## src/sv/mrks_pkg.sv

```systemverilog
`timescale 1ns / 1ps
`default_nettype none

package mrks_pkg;

  localparam logic [7:0] CH_DLE = 8'h10;
  localparam logic [7:0] CH_ETX = 8'h03;

  localparam int NUM_KW_A = 4;
  localparam int NUM_KW_B = 6;

  typedef enum logic [3:0] {
    EV_NONE       = 4'd0,
    EV_OK         = 4'd1,
    EV_CONNECT    = 4'd2,
    EV_ERROR      = 4'd3,
    EV_NO_CARRIER = 4'd4,
    EV_RINGBACK   = 4'd5,
    EV_BUSY       = 4'd6,
    EV_DLE_ETX    = 4'd7,
    EV_DATA_BYTE  = 4'd8
  } event_e;

  typedef enum logic [2:0] {
    KW_OK,
    KW_WIND,
    KW_CONNECT,
    KW_ERROR,
    KW_CARRIER,
    KW_BUSY
  } kw_e;

  // One byte as it moves from the input register into the matchers.
  typedef struct packed {
    logic       side;
    logic       data_mode;
    logic [7:0] chr;
  } step_t;

  typedef struct packed {
    logic   hit;
    event_e ev;
  } kw_res_t;

  typedef struct packed {
    logic       done;
    logic [2:0] pos;
  } kw_adv_t;

  localparam kw_e SIDE_A_KW [NUM_KW_A] = '{KW_OK, KW_CONNECT, KW_ERROR, KW_CARRIER};
  localparam kw_e SIDE_B_KW [NUM_KW_B] =
    '{KW_OK, KW_WIND, KW_CONNECT, KW_ERROR, KW_CARRIER, KW_BUSY};

  // Keyword text is right-justified: the last character sits in bits 7:0.
  function automatic logic [55:0] kw_text(kw_e kw);
    logic [55:0] t;
    case (kw)
      KW_OK:      t = 56'("OK");
      KW_WIND:    t = 56'("+WIND: ");
      KW_CONNECT: t = 56'("NNECT\r");
      KW_ERROR:   t = 56'("RROR");
      KW_CARRIER: t = 56'("CARRIER");
      KW_BUSY:    t = 56'("BUSY");
      default:    t = '0;
    endcase
    return t;
  endfunction

  function automatic logic [2:0] kw_len(kw_e kw);
    logic [2:0] l;
    case (kw)
      KW_OK:      l = 3'd2;
      KW_WIND:    l = 3'd7;
      KW_CONNECT: l = 3'd6;
      KW_ERROR:   l = 3'd4;
      KW_CARRIER: l = 3'd7;
      KW_BUSY:    l = 3'd4;
      default:    l = 3'd1;
    endcase
    return l;
  endfunction

  function automatic event_e kw_event(kw_e kw);
    event_e e;
    case (kw)
      KW_OK:      e = EV_OK;
      KW_WIND:    e = EV_RINGBACK;
      KW_CONNECT: e = EV_CONNECT;
      KW_ERROR:   e = EV_ERROR;
      KW_CARRIER: e = EV_NO_CARRIER;
      KW_BUSY:    e = EV_BUSY;
      default:    e = EV_NONE;
    endcase
    return e;
  endfunction

  // Character p of the keyword; p must be below the keyword length.
  function automatic logic [7:0] kw_char(kw_e kw, logic [2:0] p);
    logic [2:0]  k;
    logic [55:0] s;
    k = kw_len(kw) - 3'd1 - p;
    s = kw_text(kw) >> {k, 3'b000};
    return s[7:0];
  endfunction

  function automatic logic [7:0] fold_upper(logic [7:0] c);
    logic [7:0] r;
    r = c;
    if (c >= 8'h61 && c <= 8'h7a) begin
      r = c - 8'd32;
    end
    return r;
  endfunction

  // A mismatch drops the position to zero without retrying the first character.
  function automatic kw_adv_t kw_advance(kw_e kw, logic [2:0] pos, logic [7:0] c);
    kw_adv_t    r;
    logic [2:0] cur;
    logic [2:0] nxt;
    cur = (pos >= kw_len(kw)) ? 3'd0 : pos;
    nxt = (kw_char(kw, cur) == c) ? cur + 3'd1 : 3'd0;
    r.done = (nxt >= kw_len(kw));
    r.pos  = r.done ? 3'd0 : nxt;
    return r;
  endfunction

endpackage

`default_nettype wire

```

## src/sv/mrks_if.sv

```systemverilog
`timescale 1ns / 1ps
`default_nettype none

interface mrks_in_if;
  logic       valid;
  logic       ready;
  logic       side;
  logic [7:0] byte_in;
  logic       data_mode;

  modport source (output valid, output side, output byte_in, output data_mode,
                  input ready);
  modport sink (input valid, input side, input byte_in, input data_mode,
                output ready);
endinterface

interface mrks_out_if;
  logic       valid;
  logic       ready;
  logic [3:0] event_res;
  logic [7:0] data_byte;

  modport source (output valid, output event_res, output data_byte, input ready);
  modport sink (input valid, input event_res, input data_byte, output ready);
endinterface

`default_nettype wire

```

## src/sv/mrks_keyword_unit.sv

```systemverilog
`timescale 1ns / 1ps
`default_nettype none

module mrks_keyword_unit (
  input  wire logic             clk_i,
  input  wire logic             rst_ni,
  input  wire logic             commit_i,
  input  wire mrks_pkg::step_t  step_i,
  output mrks_pkg::kw_res_t     res_o
);
  import mrks_pkg::*;

  logic [2:0] side_a_pos_q [NUM_KW_A];
  logic [2:0] side_a_pos_d [NUM_KW_A];
  logic [2:0] side_b_pos_q [NUM_KW_B];
  logic [2:0] side_b_pos_d [NUM_KW_B];

  logic [7:0] upper;
  kw_adv_t    adv_a [NUM_KW_A];
  kw_adv_t    adv_b [NUM_KW_B];

  assign upper = fold_upper(step_i.chr);

  always_comb begin
    for (int i = 0; i < NUM_KW_A; i++) begin
      adv_a[i] = kw_advance(SIDE_A_KW[i], side_a_pos_q[i], upper);
    end
    for (int i = 0; i < NUM_KW_B; i++) begin
      adv_b[i] = kw_advance(SIDE_B_KW[i], side_b_pos_q[i], upper);
    end
  end

  // Matchers run in priority order; the ones after the first hit keep their position.
  always_comb begin
    side_a_pos_d = side_a_pos_q;
    side_b_pos_d = side_b_pos_q;
    res_o.hit    = 1'b0;
    res_o.ev     = EV_NONE;
    if (!step_i.data_mode) begin
      if (!step_i.side) begin
        for (int i = 0; i < NUM_KW_A; i++) begin
          if (!res_o.hit) begin
            side_a_pos_d[i] = adv_a[i].pos;
            if (adv_a[i].done) begin
              res_o.hit = 1'b1;
              res_o.ev  = kw_event(SIDE_A_KW[i]);
            end
          end
        end
      end else begin
        for (int i = 0; i < NUM_KW_B; i++) begin
          if (!res_o.hit) begin
            side_b_pos_d[i] = adv_b[i].pos;
            if (adv_b[i].done) begin
              res_o.hit = 1'b1;
              res_o.ev  = kw_event(SIDE_B_KW[i]);
            end
          end
        end
      end
    end
  end

  always_ff @(posedge clk_i or negedge rst_ni) begin
    if (!rst_ni) begin
      for (int i = 0; i < NUM_KW_A; i++) begin
        side_a_pos_q[i] <= 3'd0;
      end
      for (int i = 0; i < NUM_KW_B; i++) begin
        side_b_pos_q[i] <= 3'd0;
      end
    end else if (commit_i) begin
      side_a_pos_q <= side_a_pos_d;
      side_b_pos_q <= side_b_pos_d;
    end
  end

endmodule

`default_nettype wire

```

## src/sv/mrks_dle_unit.sv

```systemverilog
`timescale 1ns / 1ps
`default_nettype none

module mrks_dle_unit (
  input  wire logic        clk_i,
  input  wire logic        rst_ni,
  input  wire logic        commit_i,
  input  wire logic        kw_hit_i,
  input  wire mrks_pkg::step_t step_i,
  output mrks_pkg::event_e ev_o,
  output logic [7:0]       data_o
);
  import mrks_pkg::*;

  logic [7:0] side_a_prev_q, side_a_prev_d;
  logic [7:0] side_b_prev_q, side_b_prev_d;
  logic [7:0] prev;
  logic [7:0] hist;

  assign prev = step_i.side ? side_b_prev_q : side_a_prev_q;

  always_comb begin
    side_a_prev_d = side_a_prev_q;
    side_b_prev_d = side_b_prev_q;
    ev_o          = EV_NONE;
    data_o        = 8'd0;
    // The second DLE of a stuffed pair is remembered as zero so a third one stands alone.
    hist = (prev == CH_DLE && step_i.chr == CH_DLE) ? 8'd0 : step_i.chr;
    if (prev == CH_DLE && step_i.chr == CH_ETX) begin
      ev_o = EV_DLE_ETX;
      // Side B keeps its DLE, so a further ETX reports again.
      if (!step_i.side) begin
        side_a_prev_d = 8'd0;
      end
    end else begin
      if (step_i.data_mode) begin
        ev_o   = EV_DATA_BYTE;
        data_o = step_i.chr;
      end
      if (step_i.side) begin
        side_b_prev_d = hist;
      end else begin
        side_a_prev_d = hist;
      end
    end
  end

  always_ff @(posedge clk_i or negedge rst_ni) begin
    if (!rst_ni) begin
      side_a_prev_q <= 8'd0;
      side_b_prev_q <= 8'd0;
    end else if (commit_i && !kw_hit_i) begin
      side_a_prev_q <= side_a_prev_d;
      side_b_prev_q <= side_b_prev_d;
    end
  end

endmodule

`default_nettype wire

```

## src/sv/modem_response_keyword_spotter.sv

```systemverilog
// Modem response keyword spotter.
//
// in_i carries one modem character per transfer together with the stream it
// came from (side) and the data-mode flag. out_o returns exactly one result
// per input transfer, in order: an event code and, for data bytes, the byte.
// In command mode the character is matched against the response keywords of
// its side; in either mode DLE-ETX is detected and data bytes are forwarded.
//
// A byte taken from in_i is held in the input register, moves into the result
// register when out_o is not stalled, and leaves from there when out_o takes it.
// Throughput is one byte per cycle while out_o is not stalled: the input
// register and the result register form a two-stage pipeline, and the keyword
// and history state advances as a byte moves into the result register.
//
// When the receiver stalls, the result register holds and the input register
// keeps one more byte, after which in_i.ready drops. Reset clears the match
// positions, the DLE history of both sides and both valid flags.
`timescale 1ns / 1ps
`default_nettype none

module modem_response_keyword_spotter (
  input  wire logic   clk_i,
  input  wire logic   rst_ni,
  mrks_in_if.sink     in_i,
  mrks_out_if.source  out_o
);
  import mrks_pkg::*;

  logic       in_valid_q;
  step_t      in_q;
  logic       out_valid_q;
  event_e     ev_q, ev_d;
  logic [7:0] data_q, data_d;
  logic       advance;

  kw_res_t    kw_res;
  event_e     dle_ev;
  logic [7:0] dle_data;

  assign advance    = in_valid_q && (!out_valid_q || out_o.ready);
  assign in_i.ready = !in_valid_q || advance;

  always_ff @(posedge clk_i or negedge rst_ni) begin
    if (!rst_ni) begin
      in_valid_q <= 1'b0;
    end else if (in_i.ready) begin
      in_valid_q <= in_i.valid;
    end
  end

  always_ff @(posedge clk_i) begin
    if (in_i.ready && in_i.valid) begin
      in_q.side      <= in_i.side;
      in_q.data_mode <= in_i.data_mode;
      in_q.chr       <= in_i.byte_in;
    end
  end

  mrks_keyword_unit u_keyword (
    .clk_i    (clk_i),
    .rst_ni   (rst_ni),
    .commit_i (advance),
    .step_i   (in_q),
    .res_o    (kw_res)
  );

  mrks_dle_unit u_dle (
    .clk_i    (clk_i),
    .rst_ni   (rst_ni),
    .commit_i (advance),
    .kw_hit_i (kw_res.hit),
    .step_i   (in_q),
    .ev_o     (dle_ev),
    .data_o   (dle_data)
  );

  assign ev_d   = kw_res.hit ? kw_res.ev : dle_ev;
  assign data_d = kw_res.hit ? 8'd0 : dle_data;

  always_ff @(posedge clk_i or negedge rst_ni) begin
    if (!rst_ni) begin
      out_valid_q <= 1'b0;
    end else if (!out_valid_q || out_o.ready) begin
      out_valid_q <= in_valid_q;
    end
  end

  always_ff @(posedge clk_i) begin
    if (advance) begin
      ev_q   <= ev_d;
      data_q <= data_d;
    end
  end

  assign out_o.valid     = out_valid_q;
  assign out_o.event_res = ev_q;
  assign out_o.data_byte = data_q;

`ifndef SYNTH
  a_advance_fills_output: assert property (@(posedge clk_i) disable iff (!rst_ni)
    advance |=> out_valid_q)
    else $error("result register did not load on transfer from input stage");

  a_held_input_stable: assert property (@(posedge clk_i) disable iff (!rst_ni)
    (in_valid_q && !advance) |=> (in_valid_q && $stable(in_q)))
    else $error("stalled input stage lost or changed its byte");

  a_data_only_for_data_event: assert property (@(posedge clk_i) disable iff (!rst_ni)
    (out_valid_q && ev_q != EV_DATA_BYTE) |-> (data_q == 8'd0))
    else $error("data byte set for an event that is not a data byte");

  a_kw_hit_not_in_data_mode: assert property (@(posedge clk_i) disable iff (!rst_ni)
    (in_valid_q && in_q.data_mode) |-> !kw_res.hit)
    else $error("keyword reported while in data mode");
`endif

endmodule

`default_nettype wire

```

## src/flat_wrapper.sv

```systemverilog
// flat-port wrapper written by rule: the top's interface ports become plain ports
module modem_response_keyword_spotter_flat import mrks_pkg::*;
  (clk_i, rst_ni, in_i_valid, in_i_side, in_i_byte_in, in_i_data_mode, in_i_ready, out_o_valid, out_o_event_res, out_o_data_byte, out_o_ready);
  mrks_in_if in_i_i ();
  mrks_out_if out_o_i ();
  input  wire logic clk_i;
  input  wire logic rst_ni;
  input wire logic [$bits(in_i_i.valid)-1:0] in_i_valid;
  input wire logic [$bits(in_i_i.side)-1:0] in_i_side;
  input wire logic [$bits(in_i_i.byte_in)-1:0] in_i_byte_in;
  input wire logic [$bits(in_i_i.data_mode)-1:0] in_i_data_mode;
  output wire logic [$bits(in_i_i.ready)-1:0] in_i_ready;
  output wire logic [$bits(out_o_i.valid)-1:0] out_o_valid;
  output wire logic [$bits(out_o_i.event_res)-1:0] out_o_event_res;
  output wire logic [$bits(out_o_i.data_byte)-1:0] out_o_data_byte;
  input wire logic [$bits(out_o_i.ready)-1:0] out_o_ready;
  assign in_i_i.valid = in_i_valid;
  assign in_i_i.side = in_i_side;
  assign in_i_i.byte_in = in_i_byte_in;
  assign in_i_i.data_mode = in_i_data_mode;
  assign in_i_ready = in_i_i.ready;
  assign out_o_valid = out_o_i.valid;
  assign out_o_event_res = out_o_i.event_res;
  assign out_o_data_byte = out_o_i.data_byte;
  assign out_o_i.ready = out_o_ready;
  modem_response_keyword_spotter u_core (.clk_i(clk_i), .rst_ni(rst_ni), .in_i(in_i_i), .out_o(out_o_i));
endmodule
```

## config.mk

```make
export PLATFORM = sky130hd
export DESIGN_NAME = modem_response_keyword_spotter_flat
export DESIGN_NICKNAME = d
export VERILOG_FILES = /design/src/sv/mrks_pkg.sv /design/src/sv/mrks_if.sv /design/src/sv/mrks_keyword_unit.sv /design/src/sv/mrks_dle_unit.sv /design/src/sv/modem_response_keyword_spotter.sv /design/src/flat_wrapper.sv
export SDC_FILE = /design/constraint.sdc
export NUM_CORES = 1
export LEC_CHECK = 0
export BUFFER_PORTS_ARGS = -buffer_cell sky130_fd_sc_hd__buf_2
export CAP_MARGIN = 0
export CORE_MARGIN = 4
export CORE_UTILIZATION = 55
export CTS_BUF_LIST = sky130_fd_sc_hd__clkbuf_2 sky130_fd_sc_hd__clkbuf_4 sky130_fd_sc_hd__clkbuf_8
export CTS_CLUSTER_SIZE = 8
export DETAILED_ROUTE_END_ITERATION = 16
export PLACE_DENSITY = 0.83
export SETUP_SLACK_MARGIN = 0.4
export SLEW_MARGIN = 0
export SYNTH_ARGS = -nofsm -noshare
export SYNTH_HDL_FRONTEND = slang
export SYNTH_SLANG_ARGS = --single-unit
```

## constraint.sdc

```tcl
create_clock -name clk_i -period 7.25 [get_ports clk_i]
set_input_delay 1.8125 -clock clk_i [delete_from_list [all_inputs] [get_ports clk_i]]
set_output_delay 1.8125 -clock clk_i [all_outputs]
set_load 0.05 [all_outputs]
```

==> summary.md <==
| Metric | Value |
|---|---|
| Status | finished, final reports clean |
| Post-synth EDFFs | 22 |
| Synth cell types | 79 |
| Post-synth ARST share | 68.6% |
| Wire length of the first global-routing pass | 19600 um |
| DR pass1 iterations | 5 |
| Routability-driven placement congestion ratio | between 0.8 and 0.9 |
| Design area | roughly 0.0055 mm2 |
| Total number of vias | just over 4000 |
| Comb pwr share | 16.0% |
| PostCTS Resize Cnt | 0 |
| Int Pwr | approximately 0.00067 W |
| Worst endpoint required time | about 5.4 ns |
| CTS tree | done |
| Share of cells above drive strength 1 | 16.7% |
| GRT Util Overall | about 22% |
| Slew HR | between 20 and 30% |
| Critical path class | in -> out |
| Starting Density | ~58% |
| Sequential share of the synthesized area | around 36% |
| Residual DRC count | 0 |
| Starting DRC count in detailed routing | 304 |
| Cts bufs inserted | 9 |
| DP HPWL | around 8300 um |
| CTS Buffer Depth | 2 |
| Worst-path clk slew | approximately 0.070 ns |
| YS warnings | 0 |
| Commonest non-fill, non-tap cells in the layout | 48 x dfrtp_1, 37 x nand2_1, 32 x ha_1 |
| CTS Hold Buffers Added | 0 |
| Top_reg_cell synth | dfrtp_1 |
| Clk_lat worst skew | between 0.3 and 0.4 ns |
| P_leak | ~2.4 nW |
| Num rows | 34 |
| Flops & latches, synth | 70 |
| Final hold violations | 0 |
| Htree depth | 3 |
| Worst-Margin Slew | ~1.1 ns |
| DR vias/cell | around 6.2 |
| Ant diodes | 0 |
| Switch share | ~30% |
| Cell Pwr Density | ~170 mW/mm2 |
| Initial antenna violation count | 0 |
| Worst EP arrival | 2.33 ns |
| Mapped Cells | about 530 |
| Setup crit start kind | primary input |
| Period utilization | a little under three fifths |
| Mean Syn Cell Area | a little under 10 um2 |
| # clock sinks | 70 |
| F_max | ~240 MHz |
| WL/cell | ~18 um |
| Port buffer count | 27 |
| Min-Delay Path Class | reg -> reg |
| Worst Skew | 0.0198 ns |
| Reg power frac | between 50 and 60% |
| Postcts setup bufs | 0 |
| RSZ-0062 raised after global routing | no |
| Net count, final | ~600 |
| Setup TNS | 0 ns |
| Tmin final | between 4 and 5 ns |
| Maxcap violations | 0 |
| Switching power | between 0.0002 and 0.0003 W |
| Largest net degree at the start of global routing | roughly 50 |
| Layout area overhead | 7.09% |
| WL final | roughly 12000 um |
| Antenna-violating nets left | 0 |
| Placed inst area | 0.00530 mm2 |
| Die area | 0.0109 mm2 |
| Core Area | 0.00889 mm2 |
| I/O pin cnt | 28 |
| Total global routing overflow | 0 |
| Clock network power share | between 30 and 40% |
| Final Setup Violations | 0 |
| Crit end category | primary output |
| Die Y | approximately 100 um |
| Clock root buffer | clkbuf_8 |
| Final-report max-slew violation count | 0 |
| Synth Cell Area | 0.00513 mm2 |
| Most common cell after layout, fill and taps aside | dfrtp_1 |
| Peak supply drop | around 220 uV |
| Crit path max fanout | 3 |
| Chip width | 105 um |
| Vias in the first global route | roughly 4200 |
[through the flow]
stage | utilization (%) | hold WS (ns) | instances | total power (W) | setup slack [ns]
floorplan | - | 0.435 | 531 | 0.000597 | 3.14
global placement | 59.6 | 0.453 | 644 | 0.000629 | 3.14
detailed placement | 59.6 | 0.469 | 644 | 0.000639 | 3.10
CTS | 61.8 | 0.486 | 660 | 0.000956 | 3.09
global route | 61.8 | 0.515 | 660 | 0.000993 | 3.07
finish | 61.8 | 0.486 | 660 | 0.000954 | 3.10
[path summary, 6_finish.rpt]
path / start / end / slack [ns] / cells past startpoint
worst max-delay path: out_o_ready / in_i_ready / 3.10 / 3
max in group asynchronous: rst_ni / u_core.u_keyword.side_a_pos_q[7] / 4.90 / 1
worst min register to register: u_core.u_keyword.side_b_pos_q[15] / u_core.u_keyword.side_b_pos_q[15] / 0.49 / 2
min in group asynchronous: rst_ni / u_core.u_dle.side_a_prev_q[5] / 1.66 / 1
worst max register to register: u_core.in_q[3] / u_core.out_o.event_res[1] / 3.83 / 8
worst min-delay path: u_core.u_keyword.side_b_pos_q[15] / u_core.u_keyword.side_b_pos_q[15] / 0.49 / 2
[area by class of cell]
type	instances	area (um2)
sequential	70	1860
multi-input combinational	408	3050
fill	733	3390
tap	108	135
clock buffer	10	131
inverter	31	116
timing repair buffer	27	135
clock inverter	6	63.8
[metal layers]
metal	vias to the layer above	routed length (um)	global-route usage (%)
met5	-	0	0
met4	0	219	7.87
met1	1939	4920	27.5
met2	161	5690	38.1
met3	27	822	4.19
li1	1940	-	-
[worst max-delay path, cell delays in order]
cell and delay (ns):
buf_2 0.10, nand3b_1 0.18, buf_2 0.24
[power by group through the flow]
stage	Sequential, W	Combinational [W]	Clock, W
finish	0.000481	0.000153	0.000320
floorplan	0.000485	0.000112	0
global placement	0.000484	0.000145	0
global route	0.000486	0.000166	0.000342
detailed placement	0.000487	0.000152	0
CTS	0.000480	0.000152	0.000324
[kinds of logic after synthesis]
logic type                 Yosys count  synth area share (%)
xor gates and xnor gates            30                  5.12
DFF                                 70                  36.3
other                                2                 0.146
muxes                               33                  7.87
buffers and inverters               53                  4.46
AOI/OAI and AO/OA                  101                  14.8
and+or+nand+nor                    207                  23.5
adders and majority gates           32                  7.80
[flip-flops by register name, indices dropped and copies added, names as in the netlist]
name and count:
u_core.u_dle.side_a_prev_q 8, u_core.in_q 10, u_core.u_dle.side_b_prev_q 8, u_core.out_o.event_res 4, u_core.in_valid_q 1, u_core.u_keyword.side_b_pos_q 18, u_core.u_keyword.side_a_pos_q 12, u_core.out_o.valid 1
u_core.out_o.data_byte 8
[synthesized netlist by cell type, types with 5 or more instances]
library cell  count  area (um2)
inv_1            30         113
nor2_1           30         113
nand2b_1         22         138
nand3_1          15        75.1
nor2b_1          18         113
nor3_1           11        55.1
o31ai_1           6        45.0
and2_1           17         106
o21ai_0          20         100
clkbuf_1         10        37.5
xnor2_1          17         149
nand2_1          37         139
a211oi_1          6        45.0
mux2_2           16         180
buf_2             9        45.0
mux2_4            8         120
xor2_1           13         114
dfrtp_1          48        1200
mux2i_1           7        70.1
nand4_1           5        31.3
o41ai_1           5        43.8
nor4_1            8        50.1
nand3b_1          6        45.0
ha_1             32         400
a21oi_1          17        85.1
nor3b_1           7        52.6
edfxtp_1         22         661
Power figures use the tool's default switching activity.
